**config.mk**
```make
export PLATFORM = sky130hd
export DESIGN_NAME = set_element_store_top
export DESIGN_NICKNAME = d
export VERILOG_FILES = /design/src/hw/rtl/ses_pkg.sv /design/src/hw/rtl/ses_cell.sv /design/src/hw/rtl/set_element_store_top.sv
export VERILOG_INCLUDE_DIRS = /design/src /design/src/hw/rtl
export SDC_FILE = /design/constraint.sdc
export NUM_CORES = 1
export LEC_CHECK = 0
export ABC_CLOCK_PERIOD_IN_PS = 5150
export BUFFER_PORTS_ARGS = -buffer_cell sky130_fd_sc_hd__buf_2
export CORE_AREA = 2 2 205 257
export CTS_BUF_LIST = sky130_fd_sc_hd__clkbuf_4 sky130_fd_sc_hd__clkbuf_8
export DETAILED_ROUTE_END_ITERATION = 8
export DIE_AREA = 0 0 207 259
export PLACE_DENSITY = 0.72
export SETUP_SLACK_MARGIN = 0.4
export SLEW_MARGIN = 20
export SYNTH_ARGS = -nofsm -noshare
export SYNTH_HDL_FRONTEND = slang
export SYNTH_HIERARCHICAL = 1
export SYNTH_SLANG_ARGS = --single-unit
```
**constraint.sdc**
```tcl
create_clock -name clk_i -period 5.15 [get_ports clk_i]
set_input_delay 0.515 -clock clk_i [delete_from_list [all_inputs] [get_ports clk_i]]
set_output_delay 0.515 -clock clk_i [all_outputs]
set_load 0.01 [all_outputs]
```
**src/hw/rtl/set_element_store_top_defines.svh**
```systemverilog
// assertion macros for the set element store
`ifndef SET_ELEMENT_STORE_TOP_DEFINES_SVH
`define SET_ELEMENT_STORE_TOP_DEFINES_SVH

`ifndef ASSERT_OFF
`define SES_ASSERT_IMPL(lbl, clk, rstn, ante, cons) \
  lbl: assert property (@(posedge clk) disable iff (!rstn) (ante) |-> (cons)) \
    else $error("assertion failed");
`define SES_ASSERT_NEXT(lbl, clk, rstn, ante, cons) \
  lbl: assert property (@(posedge clk) disable iff (!rstn) (ante) |=> (cons)) \
    else $error("assertion failed");
`else
`define SES_ASSERT_IMPL(lbl, clk, rstn, ante, cons)
`define SES_ASSERT_NEXT(lbl, clk, rstn, ante, cons)
`endif

`endif

```
**src/hw/rtl/ses_pkg.sv**
```systemverilog
package ses_pkg;

  localparam int unsigned CAPACITY = 16;
  localparam int unsigned CntW     = 5;
  localparam int unsigned ValW     = 32;

  typedef enum logic [1:0] {
    KIND_QUERY  = 2'd0,
    KIND_ADD    = 2'd1,
    KIND_REMOVE = 2'd2
  } ses_kind_e;

  typedef struct packed {
    logic [1:0]             kind;
    logic signed [ValW-1:0] value;
  } ses_req_t;

  typedef struct packed {
    logic            was_present;
    logic [CntW-1:0] count_after;
    logic            refused_full;
  } ses_rsp_t;

  typedef struct packed {
    logic shift;
    logic load;
  } ses_cell_ctrl_t;

endpackage

```
**src/hw/rtl/ses_cell.sv**
```systemverilog
module ses_cell (
  input  logic                            clk_i,
  input  ses_pkg::ses_cell_ctrl_t         ctrl_i,
  input  logic                            occ_i,
  input  logic signed [ses_pkg::ValW-1:0] value_i,
  input  logic signed [ses_pkg::ValW-1:0] next_i,
  output logic signed [ses_pkg::ValW-1:0] elem_o,
  output logic                            match_o
);
  import ses_pkg::*;

  logic signed [ValW-1:0] elem_q, elem_d;

  // compare against the broadcast value, only while the slot is in use
  assign match_o = occ_i && (elem_q == value_i);
  assign elem_o  = elem_q;

  always_comb begin
    elem_d = elem_q;
    if (ctrl_i.shift) begin
      elem_d = next_i;
    end else if (ctrl_i.load) begin
      elem_d = value_i;
    end
  end

  always_ff @(posedge clk_i) begin
    elem_q <= elem_d;
  end

endmodule

```
**src/hw/rtl/set_element_store_top.sv**
```systemverilog
// set element store: chain of compare/shift cells holding up to 16 distinct values
// response: registered, valid in the cycle after the request transfer
// throughput: one request per cycle while no response is held back, set by the
//   compare and compaction across all cells and the response register
// reset: count and response valid clear at once; cell contents stay unknown
`include "set_element_store_top_defines.svh"

module set_element_store_top (
  input  logic              clk_i,
  input  logic              rst_ni,
  input  logic              req_valid_i,
  output logic              req_ready_o,
  input  ses_pkg::ses_req_t req_i,
  output logic              rsp_valid_o,
  input  logic              rsp_ready_i,
  output ses_pkg::ses_rsp_t rsp_o
);
  import ses_pkg::*;

  // entry count, entries 0 .. count-1 are live
  logic [CntW-1:0] count_q, count_d;

  // response register
  logic     rsp_valid_q, rsp_valid_d;
  ses_rsp_t rsp_q, rsp_d;

  // per cell wiring
  logic [CAPACITY-1:0]    match;
  logic [CAPACITY-1:0]    occ;
  logic [CAPACITY-1:0]    at_or_after;
  logic signed [ValW-1:0] elem [CAPACITY];
  ses_cell_ctrl_t         ctrl [CAPACITY];

  logic accept;
  logic present;
  logic full;
  logic is_add;
  logic is_rem;
  logic do_add;
  logic do_rem;
  logic refused;

  // a new request can enter whenever the response slot is free or draining
  assign req_ready_o = !rsp_valid_q || rsp_ready_i;
  assign accept      = req_valid_i && req_ready_o;

  assign present = |match;
  assign full    = (count_q == CntW'(CAPACITY));
  assign is_add  = accept && (req_i.kind == KIND_ADD);
  assign is_rem  = accept && (req_i.kind == KIND_REMOVE);
  assign do_add  = is_add && !present && !full;
  assign do_rem  = is_rem && present;
  assign refused = is_add && !present && full;

  for (genvar i = 0; i < CAPACITY; i++) begin : g_cell
    // cell i is live when it sits below the count
    assign occ[i] = (CntW'(i) < count_q);

    // a match at or below cell i means cell i takes its upper neighbor
    assign at_or_after[i] = |(match & ({CAPACITY{1'b1}} >> (CAPACITY - 1 - i)));

    assign ctrl[i].shift = do_rem && at_or_after[i];
    // append lands in the first free cell
    assign ctrl[i].load  = do_add && (count_q == CntW'(i));

    if (i == CAPACITY - 1) begin : g_last
      ses_cell u_cell (
        .clk_i   (clk_i),
        .ctrl_i  (ctrl[i]),
        .occ_i   (occ[i]),
        .value_i (req_i.value),
        .next_i  ('0),
        .elem_o  (elem[i]),
        .match_o (match[i])
      );
    end else begin : g_mid
      ses_cell u_cell (
        .clk_i   (clk_i),
        .ctrl_i  (ctrl[i]),
        .occ_i   (occ[i]),
        .value_i (req_i.value),
        .next_i  (elem[i+1]),
        .elem_o  (elem[i]),
        .match_o (match[i])
      );
    end
  end

  always_comb begin
    count_d = count_q;
    if (do_add) begin
      count_d = count_q + CntW'(1);
    end else if (do_rem) begin
      count_d = count_q - CntW'(1);
    end
  end

  always_comb begin
    rsp_valid_d = rsp_valid_q;
    rsp_d       = rsp_q;
    if (accept) begin
      rsp_valid_d        = 1'b1;
      rsp_d.was_present  = present;
      rsp_d.count_after  = count_d;
      rsp_d.refused_full = refused;
    end else if (rsp_ready_i) begin
      rsp_valid_d = 1'b0;
    end
  end

  always_ff @(posedge clk_i or negedge rst_ni) begin
    if (!rst_ni) begin
      count_q     <= '0;
      rsp_valid_q <= 1'b0;
    end else begin
      count_q     <= count_d;
      rsp_valid_q <= rsp_valid_d;
    end
  end

  // response payload needs no reset
  always_ff @(posedge clk_i) begin
    rsp_q <= rsp_d;
  end

  assign rsp_valid_o = rsp_valid_q;
  assign rsp_o       = rsp_q;

  // stored values are distinct, so at most one live cell can hit
  `SES_ASSERT_IMPL(a_single_match, clk_i, rst_ni, 1'b1, $onehot0(match))
  `SES_ASSERT_IMPL(a_count_bound, clk_i, rst_ni, 1'b1, count_q <= CntW'(CAPACITY))
  `SES_ASSERT_IMPL(a_refuse_only_full, clk_i, rst_ni, refused, full && !present)
  `SES_ASSERT_NEXT(a_add_grows, clk_i, rst_ni, do_add,
                   count_q == $past(count_q) + CntW'(1))
  `SES_ASSERT_NEXT(a_rsp_count, clk_i, rst_ni, accept,
                   rsp_valid_q && (rsp_q.count_after == count_q))

endmodule
```
==> results of run 1 <==
flip-flops by register name (all words and copies together), names as in the netlist:
signal / flops
count_q: 5
rsp_o: 7
g_cell.g_mid.u_cell/elem_o: 480
rsp_valid_o: 1
g_cell.g_last.u_cell/elem_o: 32
area by class of cell:
cell class,count,area (sq um),share of cell area [%]
multi-input cells,1377,12500,39.5
well taps,665,832,2.62
diodes,1,2.50,0.00789
clock buffers,126,1500,4.74
repair buffers,115,938,2.96
flip-flops and latches,525,15700,49.6
clock inverters,29,135,0.426
inverters,10,37.5,0.118
critical path, cell delays in order (launching register included):
cell and delay [ps]:
sky130_fd_sc_hd__dfrtp_1 530, sky130_fd_sc_hd__nor3_1 630, sky130_fd_sc_hd__a22oi_1 250, sky130_fd_sc_hd__nand3_1 150, sky130_fd_sc_hd__nor3_2 90, sky130_fd_sc_hd__or4_1 570
sky130_fd_sc_hd__nor2_1 310, sky130_fd_sc_hd__nand2_1 140, sky130_fd_sc_hd__nor3_2 600, sky130_fd_sc_hd__nor2_2 240, sky130_fd_sc_hd__or2_2 350, sky130_fd_sc_hd__buf_4 260
cell families after synthesis:
group,after synthesis
AOI/OAI and AO/OA,20
xor gates and xnor gates,516
adders and majority gates,5
buffers and inverters,80
DFF,525
muxes,512
other,1
and+or+nand+nor,292
power by group:
part           switching, mW  internal, mW  total, mW
Clock                   1.62          1.87       3.49
Sequential            0.0614          4.79       4.85
Combinational          0.508         0.361      0.869
placed cells by master, fill, tap and decap left out, types with 3 or more instances in the layout:
cell type,n
sky130_fd_sc_hd__buf_2,46
sky130_fd_sc_hd__xor2_1,496
sky130_fd_sc_hd__nand3_1,33
sky130_fd_sc_hd__nor2_1,20
sky130_fd_sc_hd__edfxtp_1,519
sky130_fd_sc_hd__o21ai_0,3
sky130_fd_sc_hd__xnor2_1,20
sky130_fd_sc_hd__nand4_1,16
sky130_fd_sc_hd__a22oi_1,3
sky130_fd_sc_hd__dfrtp_1,6
sky130_fd_sc_hd__ha_1,5
sky130_fd_sc_hd__conb_1,32
sky130_fd_sc_hd__nor2_2,9
sky130_fd_sc_hd__clkinvlp_4,3
sky130_fd_sc_hd__nor3_2,19
sky130_fd_sc_hd__nand2_1,11
sky130_fd_sc_hd__nor3_1,22
sky130_fd_sc_hd__clkinv_2,8
sky130_fd_sc_hd__nand2b_1,6
sky130_fd_sc_hd__and2_1,3
sky130_fd_sc_hd__a21oi_4,4
sky130_fd_sc_hd__buf_4,53
sky130_fd_sc_hd__or2_2,16
sky130_fd_sc_hd__clkbuf_8,89
sky130_fd_sc_hd__clkbuf_4,37
sky130_fd_sc_hd__o21bai_1,4
sky130_fd_sc_hd__nor4_2,3
sky130_fd_sc_hd__and3_1,6
sky130_fd_sc_hd__clkinv_1,17
sky130_fd_sc_hd__mux2_2,512
sky130_fd_sc_hd__buf_12,15
sky130_fd_sc_hd__inv_1,9
sky130_fd_sc_hd__nor4_1,113
worst paths after layout:
path                                                     from  depth (start not counted)                                 end
min                                               req_valid_i                          2                         rsp_valid_o
max in group asynchronous                              rst_ni                          2                          count_q[3]
min reg2reg                g_cell[11].g_mid.u_cell/elem_o[15]                          1  g_cell[10].g_mid.u_cell/elem_o[15]
max reg2reg                                        count_q[3]                         11    g_cell[8].g_mid.u_cell/elem_o[6]
max                                                count_q[3]                         11    g_cell[8].g_mid.u_cell/elem_o[6]
min in group asynchronous                              rst_ni                          2                          count_q[1]
through the flow:
step	hold slack, ps	area (sq um)
global route	94.0	31700
CTS	47.6	31700
floorplan	219	28600
detailed placement	359	30100
global placement	352	30000
finish	95.7	31700
metal layers:
| metal | vias up | routed length (um) |
|---|---|---|
| li1 | 7638 | - |
| met3 | 121 | 2060 |
| met1 | 7961 | 22400 |
| met2 | 275 | 30700 |
| met4 | 0 | 1670 |
| met5 | - | 0 |
timing repair:
| item | 4_1_cts | 5_1_grt |
|---|---|---|
| hold endpoints to repair | 6 | 0 |
| setup buffers | 0 | 0 |
| hold buffers | 1 | 0 |
| setup endpoints to repair | 0 | 0 |
==> metrics.csv, run 1 <==
stage,metric,value,unit
clocking,CTS Sinks,525,
routing,per-cell via count in the routed design,5.62,
sta,RSZ-0062 raised after global routing,no,
clocking,CTS buffer count,85,
global_routing,total grt overflow,0,
global_routing,met2 Resource Use GR,40.6,%
critical_path,classification of the worst setup path,reg2reg,
yosys,share of the synthesized area in the top cell type,54.8,%
die,I/O Pins,47,
yosys,Synth Instances,1951,
run,Max-cap violations,0,
critical_path,startpoint types,flip-flop,
sta,normalized max-slew margin,48.3,%
placed_design,input/output buffers,46,
routing,initial detailed-routing violation count,758,
power_and_ir_drop,reported leakage power,10.8,nW
final_layout,number of nets at the end of the flow,2157,
clocking,cell chosen for the clock root,sky130_fd_sc_hd__clkbuf_8,
global_routing,Most Crowded Layer GR,met2,
critical_path,worst setup slack for register-to-register paths,690,ps
routing,"wirelength, routed",56900,um
power_and_ir_drop,Peak supply drop,256,uV
yosys,Post-Synth XOR/XNOR Area,15.9,%
yosys,number of distinct library cell variants in the gate-level netlist after synthesis,44,
min_path,type of the most critical hold path,in2reg,
yosys,"Top FF cell, synth",sky130_fd_sc_hd__edfxtp_1,
die,number of rows in the core area,93,
global_routing,largest net degree at the start of global routing,38,
sta,Final Max Slew Viols,0,
sta,Post-Route Setup TNS,0,ps
placed_design,pre-CTS setup slack,458,ps
critical_path,required time of the critical path,5510,ps
placed_design,dpl hpwl,41500,um
final_layout,filler-free cell count of the finished design,2848,
sta,peak clock frequency supported by timing,224,MHz
global_routing,global-route total usage across every layer,21.4,%
routing,post-route ant nets,0,
power_and_ir_drop,power per unit of standard cell area,290,nW/um^2
sta,Final setup viols,0,
yosys,async set or reset register ratio after synthesis,1.14,%
critical_path,worst path arrival time,4820,ps
yosys,number of enable flip-flop cells after synthesis,519,
routing,total DRC errors in the routed layout,0,
clocking,H-tree levels,3,
yosys,Post-synth top cells,"519 x sky130_fd_sc_hd__edfxtp_1, 512 x sky130_fd_sc_hd__mux2_2, 496 x sky130_fd_sc_hd__xor2_1, 113 x sky130_fd_sc_hd__nor4_1, 66 x sky130_fd_sc_hd__buf_2",
final_layout,ratio of cells with drive above 1 in the final layout,37.9,%
placed_design,last weighted congestion value of the routability-driven placer,0.858,
sta,minimum clock period,4460,ps
routing,Detailed Routing Iterations Pass 1,6,
clocking,TritonCTS clock tree,yes,
die,overall die height,259,um
die,horizontal die dimension,207,um
routing,number of vias in the routed layout,16000,
yosys,multiplexer share of the synthesized area,20.3,%
final_layout,Finished Core Util,61.9,%
clocking,Worst-path clk slew,60,ps
global_routing,first-pass GRT wire length,91000,um
clocking,source-to-sink clock delay at the later pin of the worst-skew pair,670,ps
final_layout,Area Overhead vs Synth,11.5,%
yosys,sequential area share after synthesis,55.3,%
sta,setup slack after layout,687,ps
critical_path,Worst setup EP type,flip-flop,
sta,Post-Route Skew,30.7,ps
final_layout,Fillers,3942,
die,placeable core area,51200,sq um
die,die area,53600,sq um
routing,final routed wire length divided by cell count,20.0,um
yosys,main combinational cell family by area after synthesis,multiplexers,
yosys,cells taking the most area after synthesis,"sky130_fd_sc_hd__edfxtp_1 55%, sky130_fd_sc_hd__mux2_2 20%, sky130_fd_sc_hd__xor2_1 15%, sky130_fd_sc_hd__nor4_1 2.5%, sky130_fd_sc_hd__buf_2 1.2%",
sta,final hold violations,0,
yosys,Post-Syn Area per Cell,14.6,sq um
global_routing,met3 layer usage reported by global route,2.77,%
power_and_ir_drop,overall power of the completed layout,9.21,mW
clocking,post-cts resize count,0,
sta,portion of the clock cycle consumed by the worst path in the final layout,86.7,%
status,status,"complete, no violations",
global_routing,number of antenna violations at the first check in global routing,8,
yosys,total standard cell area after synthesis,28400,sq um
yosys,synthesized-area fraction occupied by adder cells,0.220,%
yosys,complex-gate fraction of the synthesized area,0.488,%
yosys,biggest area consumer among synthesized cells,sky130_fd_sc_hd__edfxtp_1,
sta,pin slew with the least headroom to its limit,771,ps
placed_design,number of cells in the design after placement,2691,
global_routing,via count of the first global-routing pass,17200,
yosys,simple-gate portion of the synthesized area,6.42,%
global_routing,met1 layer usage reported by global route,24.6,%
yosys,flop and latch count out of synthesis,525,
yosys,synth warn,6,
yosys,leading cell type by number of instances after synthesis,sky130_fd_sc_hd__edfxtp_1,
critical_path,maximum fanout count along the critical path,32,
clocking,number of buffers on the longest clock path,3,
die,Initial Utilization,55.5,%
No activity file was read; power rests on OpenSTA's default activity.
==> inputs of run 2 (changes only) <==
--- a/config.mk
+++ b/config.mk
@@ -8,10 +8,11 @@
 export LEC_CHECK = 0
 export ABC_CLOCK_PERIOD_IN_PS = 5150
 export BUFFER_PORTS_ARGS = -buffer_cell sky130_fd_sc_hd__buf_2
-export CORE_AREA = 2 2 205 257
+export CAP_MARGIN = 20
+export CORE_AREA = 8 8 211 263
 export CTS_BUF_LIST = sky130_fd_sc_hd__clkbuf_4 sky130_fd_sc_hd__clkbuf_8
 export DETAILED_ROUTE_END_ITERATION = 8
-export DIE_AREA = 0 0 207 259
+export DIE_AREA = 0 0 219 271
 export PLACE_DENSITY = 0.72
 export SETUP_SLACK_MARGIN = 0.4
 export SLEW_MARGIN = 20
==> run 2 against run 1 <==
Critical path type unchanged; combinational power fell by 0.9%; largest cell class unchanged; non-clock buffer count stayed put; largest power group unchanged; die area is 11% higher.
==> metrics.csv, run 2 (same netlist as run 1, synthesis figures left out) <==
stage,metric,value,unit
status,status,"complete, no violations",
clocking,TritonCTS clock tree,yes,
critical_path,crit-path cells,nor3_1 -> a22oi_1 -> nand3_1 -> nor3_2 -> or4_1 -> nor2_1 -> nand2_1 -> nor3_2 -> nor2_2 -> or2_2 -> buf_4,
routing,final routed wire length divided by cell count,20.4,um
global_routing,global-route total usage across every layer,19.7,%
die,number of rows in the core area,93,
sta,RSZ-0062 raised after global routing,no,
sta,Final setup viols,0,
global_routing,total grt overflow,0,
clocking,cell chosen for the clock root,sky130_fd_sc_hd__clkbuf_8,
placed_design,last weighted congestion value of the routability-driven placer,0.849,
clocking,H-tree levels,3,
critical_path,maximum fanout count along the critical path,32,
final_layout,ratio of cells with drive above 1 in the final layout,37.7,%
global_routing,first-pass GRT wire length,92600,um
sta,minimum clock period,4370,ps
die,die area,59300,sq um
routing,number of vias in the routed layout,15900,
routing,Detailed Routing Iterations Pass 1,5,
clocking,number of buffers on the longest clock path,3,
final_layout,number of nets at the end of the flow,2159,
sta,Post-Route Skew,18.7,ps
die,overall die height,271,um
clocking,CTS buffer count,87,
global_routing,largest net degree at the start of global routing,34,
sta,Final Max Slew Viols,0,
final_layout,multi-input gate area in the final layout,12500,sq um
global_routing,number of antenna violations at the first check in global routing,9,
routing,total DRC errors in the routed layout,0,
clocking,CTS Sinks,525,
critical_path,classification of the worst setup path,reg2reg,
placed_design,dpl hpwl,42400,um
critical_path,"delay-heaviest family, CP",simple AND/OR/NAND/NOR gates,
power_and_ir_drop,Peak supply drop,256,uV
die,horizontal die dimension,219,um
critical_path,crit-path max cell delay,600,ps
routing,"wirelength, routed",58100,um
clocking,postcts setup bufs,0,
sta,portion of the clock cycle consumed by the worst path in the final layout,84.9,%
final_layout,"leading cell type in the layout, fill and taps excluded",sky130_fd_sc_hd__edfxtp_1,
critical_path,worst path arrival time,4730,ps
global_routing,via count of the first global-routing pass,17200,
critical_path,startpoint types,flip-flop,
final_layout,Fillers,3874,
final_layout,Area Overhead vs Synth,11.8,%
die,I/O Pins,47,
clocking,Worst-path clk slew,60,ps
critical_path,total buffers and inverters traversed by the critical path,1,
sta,final hold violations,0,
sta,Post-Route Setup TNS,0,ps
die,placeable core area,51200,sq um
critical_path,required time of the critical path,5510,ps
critical_path,"Max stage delay cell, worst path",sky130_fd_sc_hd__or4_1,
critical_path,Crit path top cell by count,sky130_fd_sc_hd__nor3_2,
run,Max-cap violations,0,
power_and_ir_drop,reported leakage power,10.8,nW
routing,per-cell via count in the routed design,5.59,
final_layout,max FFs per register,480,
sta,Worst Hold Margin,108,ps
min_path,type of the most critical hold path,in2reg,
sta,pin slew with the least headroom to its limit,761,ps
final_layout,Sequential Area,15700,sq um
sta,peak clock frequency supported by timing,229,MHz
routing,initial detailed-routing violation count,828,
die,Initial Utilization,55.5,%
final_layout,Finished Core Util,62.1,%
routing,post-route ant nets,0,
sta,normalized max-slew margin,49.0,%
final_layout,"commonest cells after routing, fill and taps aside","519 x sky130_fd_sc_hd__edfxtp_1, 512 x sky130_fd_sc_hd__mux2_2, 496 x sky130_fd_sc_hd__xor2_1, 113 x sky130_fd_sc_hd__nor4_1, 89 x sky130_fd_sc_hd__clkbuf_8",
critical_path,Worst setup EP type,flip-flop,
power_and_ir_drop,power per unit of standard cell area,294,nW/um^2
placed_design,input/output buffers,46,
clocking,source-to-sink clock delay at the later pin of the worst-skew pair,650,ps
critical_path,worst setup slack for register-to-register paths,780,ps
run 2: metrics by stage:
stage	cell area (sq um)	total power [mW]	cells	setup WS, ps
final	31800	9.33	2854	779
after global routing	31800	9.70	2853	588
after CTS	31800	9.43	2849	839
after detailed placement	30100	5.80	2691	459
after global placement	30100	5.77	2691	311
after floorplan	28600	5.44	1982	1460
run 2: layout make-up:
class / count / share of cell area [%]
flip-flops and latches: 525 / 49.5
multi-input cells: 1377 / 39.4
clock buffers: 112 / 4.40
repair buffers: 115 / 3.03
well taps: 665 / 2.62
clock inverters: 45 / 0.929
inverters: 10 / 0.118
diodes: 5 / 0.0393
run 2: power breakdown:
group / leakage (nW) / switching (mW) / internal (mW)
Sequential: 4.75 / 0.0737 / 4.79
Combinational: 5.15 / 0.497 / 0.365
Clock: 0.906 / 1.64 / 1.97
Total: 10.8 / 2.21 / 7.12
run 2: worst paths after layout:
check | start | end | cells after the start
min in group asynchronous | rst_ni | rsp_valid_o | 2
setup / recovery | count_q[1] | g_cell[8].g_mid.u_cell/elem_o[18] | 11
hold reg to reg | rsp_valid_o | rsp_valid_o | 2
setup reg to reg | count_q[1] | g_cell[8].g_mid.u_cell/elem_o[18] | 11
max in group asynchronous | rst_ni | count_q[2] | 2
hold / removal | req_valid_i | rsp_valid_o | 2
run 2: timing repair:
action / 4_1_cts / 5_1_grt
endpoints found under the hold margin: 6 / 0
hold buffers: 1 / 0
gates resized for setup: 0 / 0
endpoints found under the setup margin: 0 / 0
run 2: layer usage:
metal	GRT usage [%]	routed length [um]
met1	22.5	22800
met2	36.1	31700
met3	3.01	1910
met4	8.02	1700
met5	0	0
==> inputs of run 3 (changes only) <==
--- a/config.mk
+++ b/config.mk
@@ -6,14 +6,14 @@
 export SDC_FILE = /design/constraint.sdc
 export NUM_CORES = 1
 export LEC_CHECK = 0
-export ABC_CLOCK_PERIOD_IN_PS = 5150
+export ABC_CLOCK_PERIOD_IN_PS = 3700
 export BUFFER_PORTS_ARGS = -buffer_cell sky130_fd_sc_hd__buf_2
 export CAP_MARGIN = 20
 export CORE_AREA = 8 8 211 263
 export CTS_BUF_LIST = sky130_fd_sc_hd__clkbuf_4 sky130_fd_sc_hd__clkbuf_8
 export DETAILED_ROUTE_END_ITERATION = 8
 export DIE_AREA = 0 0 219 271
-export PLACE_DENSITY = 0.72
+export PLACE_DENSITY = 0.75
 export SETUP_SLACK_MARGIN = 0.4
 export SLEW_MARGIN = 20
 export SYNTH_ARGS = -nofsm -noshare
==> constraint.sdc (replaced) <==
create_clock -name clk_i -period 3.7 [get_ports clk_i]
set_input_delay 0.37 -clock clk_i [delete_from_list [all_inputs] [get_ports clk_i]]
set_output_delay 0.37 -clock clk_i [all_outputs]
set_load 0.01 [all_outputs]
==> run 3 against run 2 <==
Final area is 16% higher; total power is 42% higher; sequential power is 38% higher; clock power is 34% higher; routed wire length is 21% higher; sequential cell count stayed put; largest power group unchanged.
==> metrics.csv, run 3 (same netlist as run 1, synthesis figures left out) <==
stage,metric,value,unit
clocking,TritonCTS clock tree,yes,
clocking,H-tree levels,3,
clocking,Worst-path clk slew,70,ps
critical_path,Worst setup EP type,flip-flop,
min_path,type of the most critical hold path,in2async,
sta,normalized max-slew margin,64.1,%
final_layout,"leading cell type in the layout, fill and taps excluded",sky130_fd_sc_hd__edfxtp_1,
routing,Detailed Routing Iterations Pass 1,5,
die,placeable core area,51200,sq um
final_layout,Fillers,3138,
power_and_ir_drop,reported leakage power,13.6,nW
global_routing,first-pass GRT wire length,96300,um
die,overall die height,271,um
power_and_ir_drop,Peak supply drop,314,uV
sta,minimum clock period,3470,ps
global_routing,via count of the first global-routing pass,18600,
sta,final hold violations,0,
placed_design,pre-CTS setup slack,-292,ps
placed_design,last weighted congestion value of the routability-driven placer,0.853,
routing,"wirelength, routed",70200,um
critical_path,classification of the worst setup path,reg2reg,
global_routing,number of antenna violations at the first check in global routing,5,
routing,post-route ant nets,0,
final_layout,multi-input gate area in the final layout,13700,sq um
clocking,cell chosen for the clock root,sky130_fd_sc_hd__clkbuf_8,
placed_design,dpl hpwl,43000,um
sta,Post-Route Setup TNS,0,ps
sta,Final Max Slew Viols,0,
global_routing,largest net degree at the start of global routing,34,
routing,total DRC errors in the routed layout,0,
sta,peak clock frequency supported by timing,289,MHz
power_and_ir_drop,power per unit of standard cell area,361,nW/um^2
sta,Final setup viols,0,
die,number of rows in the core area,93,
critical_path,maximum fanout count along the critical path,13,
critical_path,worst path arrival time,3880,ps
status,status,"complete, no violations",
routing,initial detailed-routing violation count,838,
final_layout,"commonest cells after routing, fill and taps aside","519 x sky130_fd_sc_hd__edfxtp_1, 492 x sky130_fd_sc_hd__xor2_1, 318 x sky130_fd_sc_hd__mux2_2, 204 x sky130_fd_sc_hd__buf_4, 194 x sky130_fd_sc_hd__mux2_4",
sta,Post-Route Skew,27.8,ps
routing,number of vias in the routed layout,17600,
sta,pin slew with the least headroom to its limit,535,ps
final_layout,"Non-Filler Cell Area, Final",36800,sq um
final_layout,max FFs per register,480,
sta,portion of the clock cycle consumed by the worst path in the final layout,93.7,%
routing,final routed wire length divided by cell count,22.3,um
final_layout,number of nets at the end of the flow,2460,
die,I/O Pins,47,
placed_design,post-detailed-placement cell area,32200,sq um
clocking,CTS Sinks,525,
die,die area,59300,sq um
global_routing,global-route total usage across every layer,20.4,%
critical_path,startpoint types,flip-flop,
final_layout,Sequential Area,15700,sq um
final_layout,Area Overhead vs Synth,29.6,%
clocking,source-to-sink clock delay at the later pin of the worst-skew pair,670,ps
clocking,CTS buffer count,85,
die,Initial Utilization,55.5,%
sta,RSZ-0062 raised after global routing,yes,
global_routing,total grt overflow,0,
final_layout,ratio of cells with drive above 1 in the final layout,47.1,%
sta,setup slack after layout,235,ps
placed_design,input/output buffers,46,
critical_path,required time of the critical path,4110,ps
routing,per-cell via count in the routed design,5.59,
run,Max-cap violations,0,
die,horizontal die dimension,219,um
clocking,number of buffers on the longest clock path,3,
[run 3: cell count changes in the layout (fill, tap and decap cells not counted), sizes merged]
cell and delta:
buf +270, clkbuf +42, clkinv -12, bufinv -4, diode -4, clkinvlp +2
dlygate4sd3 +1, inv +1
[run 3: final cells by class]
cell class	count	area share (%)
inverters	10	0.136
multi-input cells	1377	37.1
well taps	665	2.26
clock inverters	32	0.404
repair buffers	418	13.4
diodes	1	0.00679
flip-flops and latches	525	42.7
clock buffers	122	3.96
[run 3: power breakdown]
group	total (mW)	internal, mW	switching [mW]
logic	1.72	0.834	0.883
registers	6.73	6.67	0.0697
clock network	4.84	2.54	2.30
[run 3: layer usage]
layer,up-vias,wire [um],track usage (%)
li1,8251,-,-
met1,8804,24800,22.4
met2,378,39600,38.5
met3,174,2160,2.90
met4,0,3640,8.05
met5,-,0,0
[run 3: final timing paths]
| path | start | end | slack (ps) | cells after the start |
|---|---|---|---|---|
| min | rst_ni | count_q[2] | 70 | 2 |
| max | g_cell[12].g_mid.u_cell/elem_o[30] | g_cell[2].g_mid.u_cell/elem_o[30] | 230 | 14 |
| max in group asynchronous | rst_ni | count_q[1] | 3460 | 2 |
| min in group clk_i | rsp_ready_i | rsp_valid_o | 90 | 3 |
| min reg2reg | g_cell[8].g_mid.u_cell/elem_o[25] | g_cell[7].g_mid.u_cell/elem_o[25] | 590 | 1 |
| max reg2reg | g_cell[12].g_mid.u_cell/elem_o[30] | g_cell[2].g_mid.u_cell/elem_o[30] | 230 | 14 |
[run 3: stage by stage]
stage / power [mW] / cells / hold WS [ps] / utilization [%]
finish: 13.3 / 3150 / 67.3 / 72.0
detailed placement: 8.28 / 2893 / 208 / 62.8
global route: 13.8 / 3150 / 63.4 / 72.0
global placement: 8.22 / 2893 / 200 / 62.8
CTS: 13.2 / 3077 / 18.9 / 67.4
floorplan: 7.58 / 1982 / 74.4 / -
[run 3: what timing repair did]
action                                 4_1_cts  5_1_grt
gates resized for setup                     67      275
pin swaps                                   19       33
endpoints found under the hold margin        7        0
buffers inserted                            19       26
hold buffers                                 2        0
setup endpoints to repair                  997      879
gates cloned                                 9       46
[run 3: worst max-delay path, stage by stage, from the launching register on]
cell and delay [ps]:
sky130_fd_sc_hd__edfxtp_1 420, sky130_fd_sc_hd__xor2_1 190, sky130_fd_sc_hd__nor4_1 390, sky130_fd_sc_hd__nand4_1 180, sky130_fd_sc_hd__buf_4 190, sky130_fd_sc_hd__nor3_2 270
sky130_fd_sc_hd__nor4_4 90, sky130_fd_sc_hd__and4_4 170, sky130_fd_sc_hd__a21o_4 240, sky130_fd_sc_hd__buf_12 140, sky130_fd_sc_hd__buf_8 130, sky130_fd_sc_hd__nor2_4 110
sky130_fd_sc_hd__buf_4 170, sky130_fd_sc_hd__clkbuf_16 180, sky130_fd_sc_hd__mux2_2 340
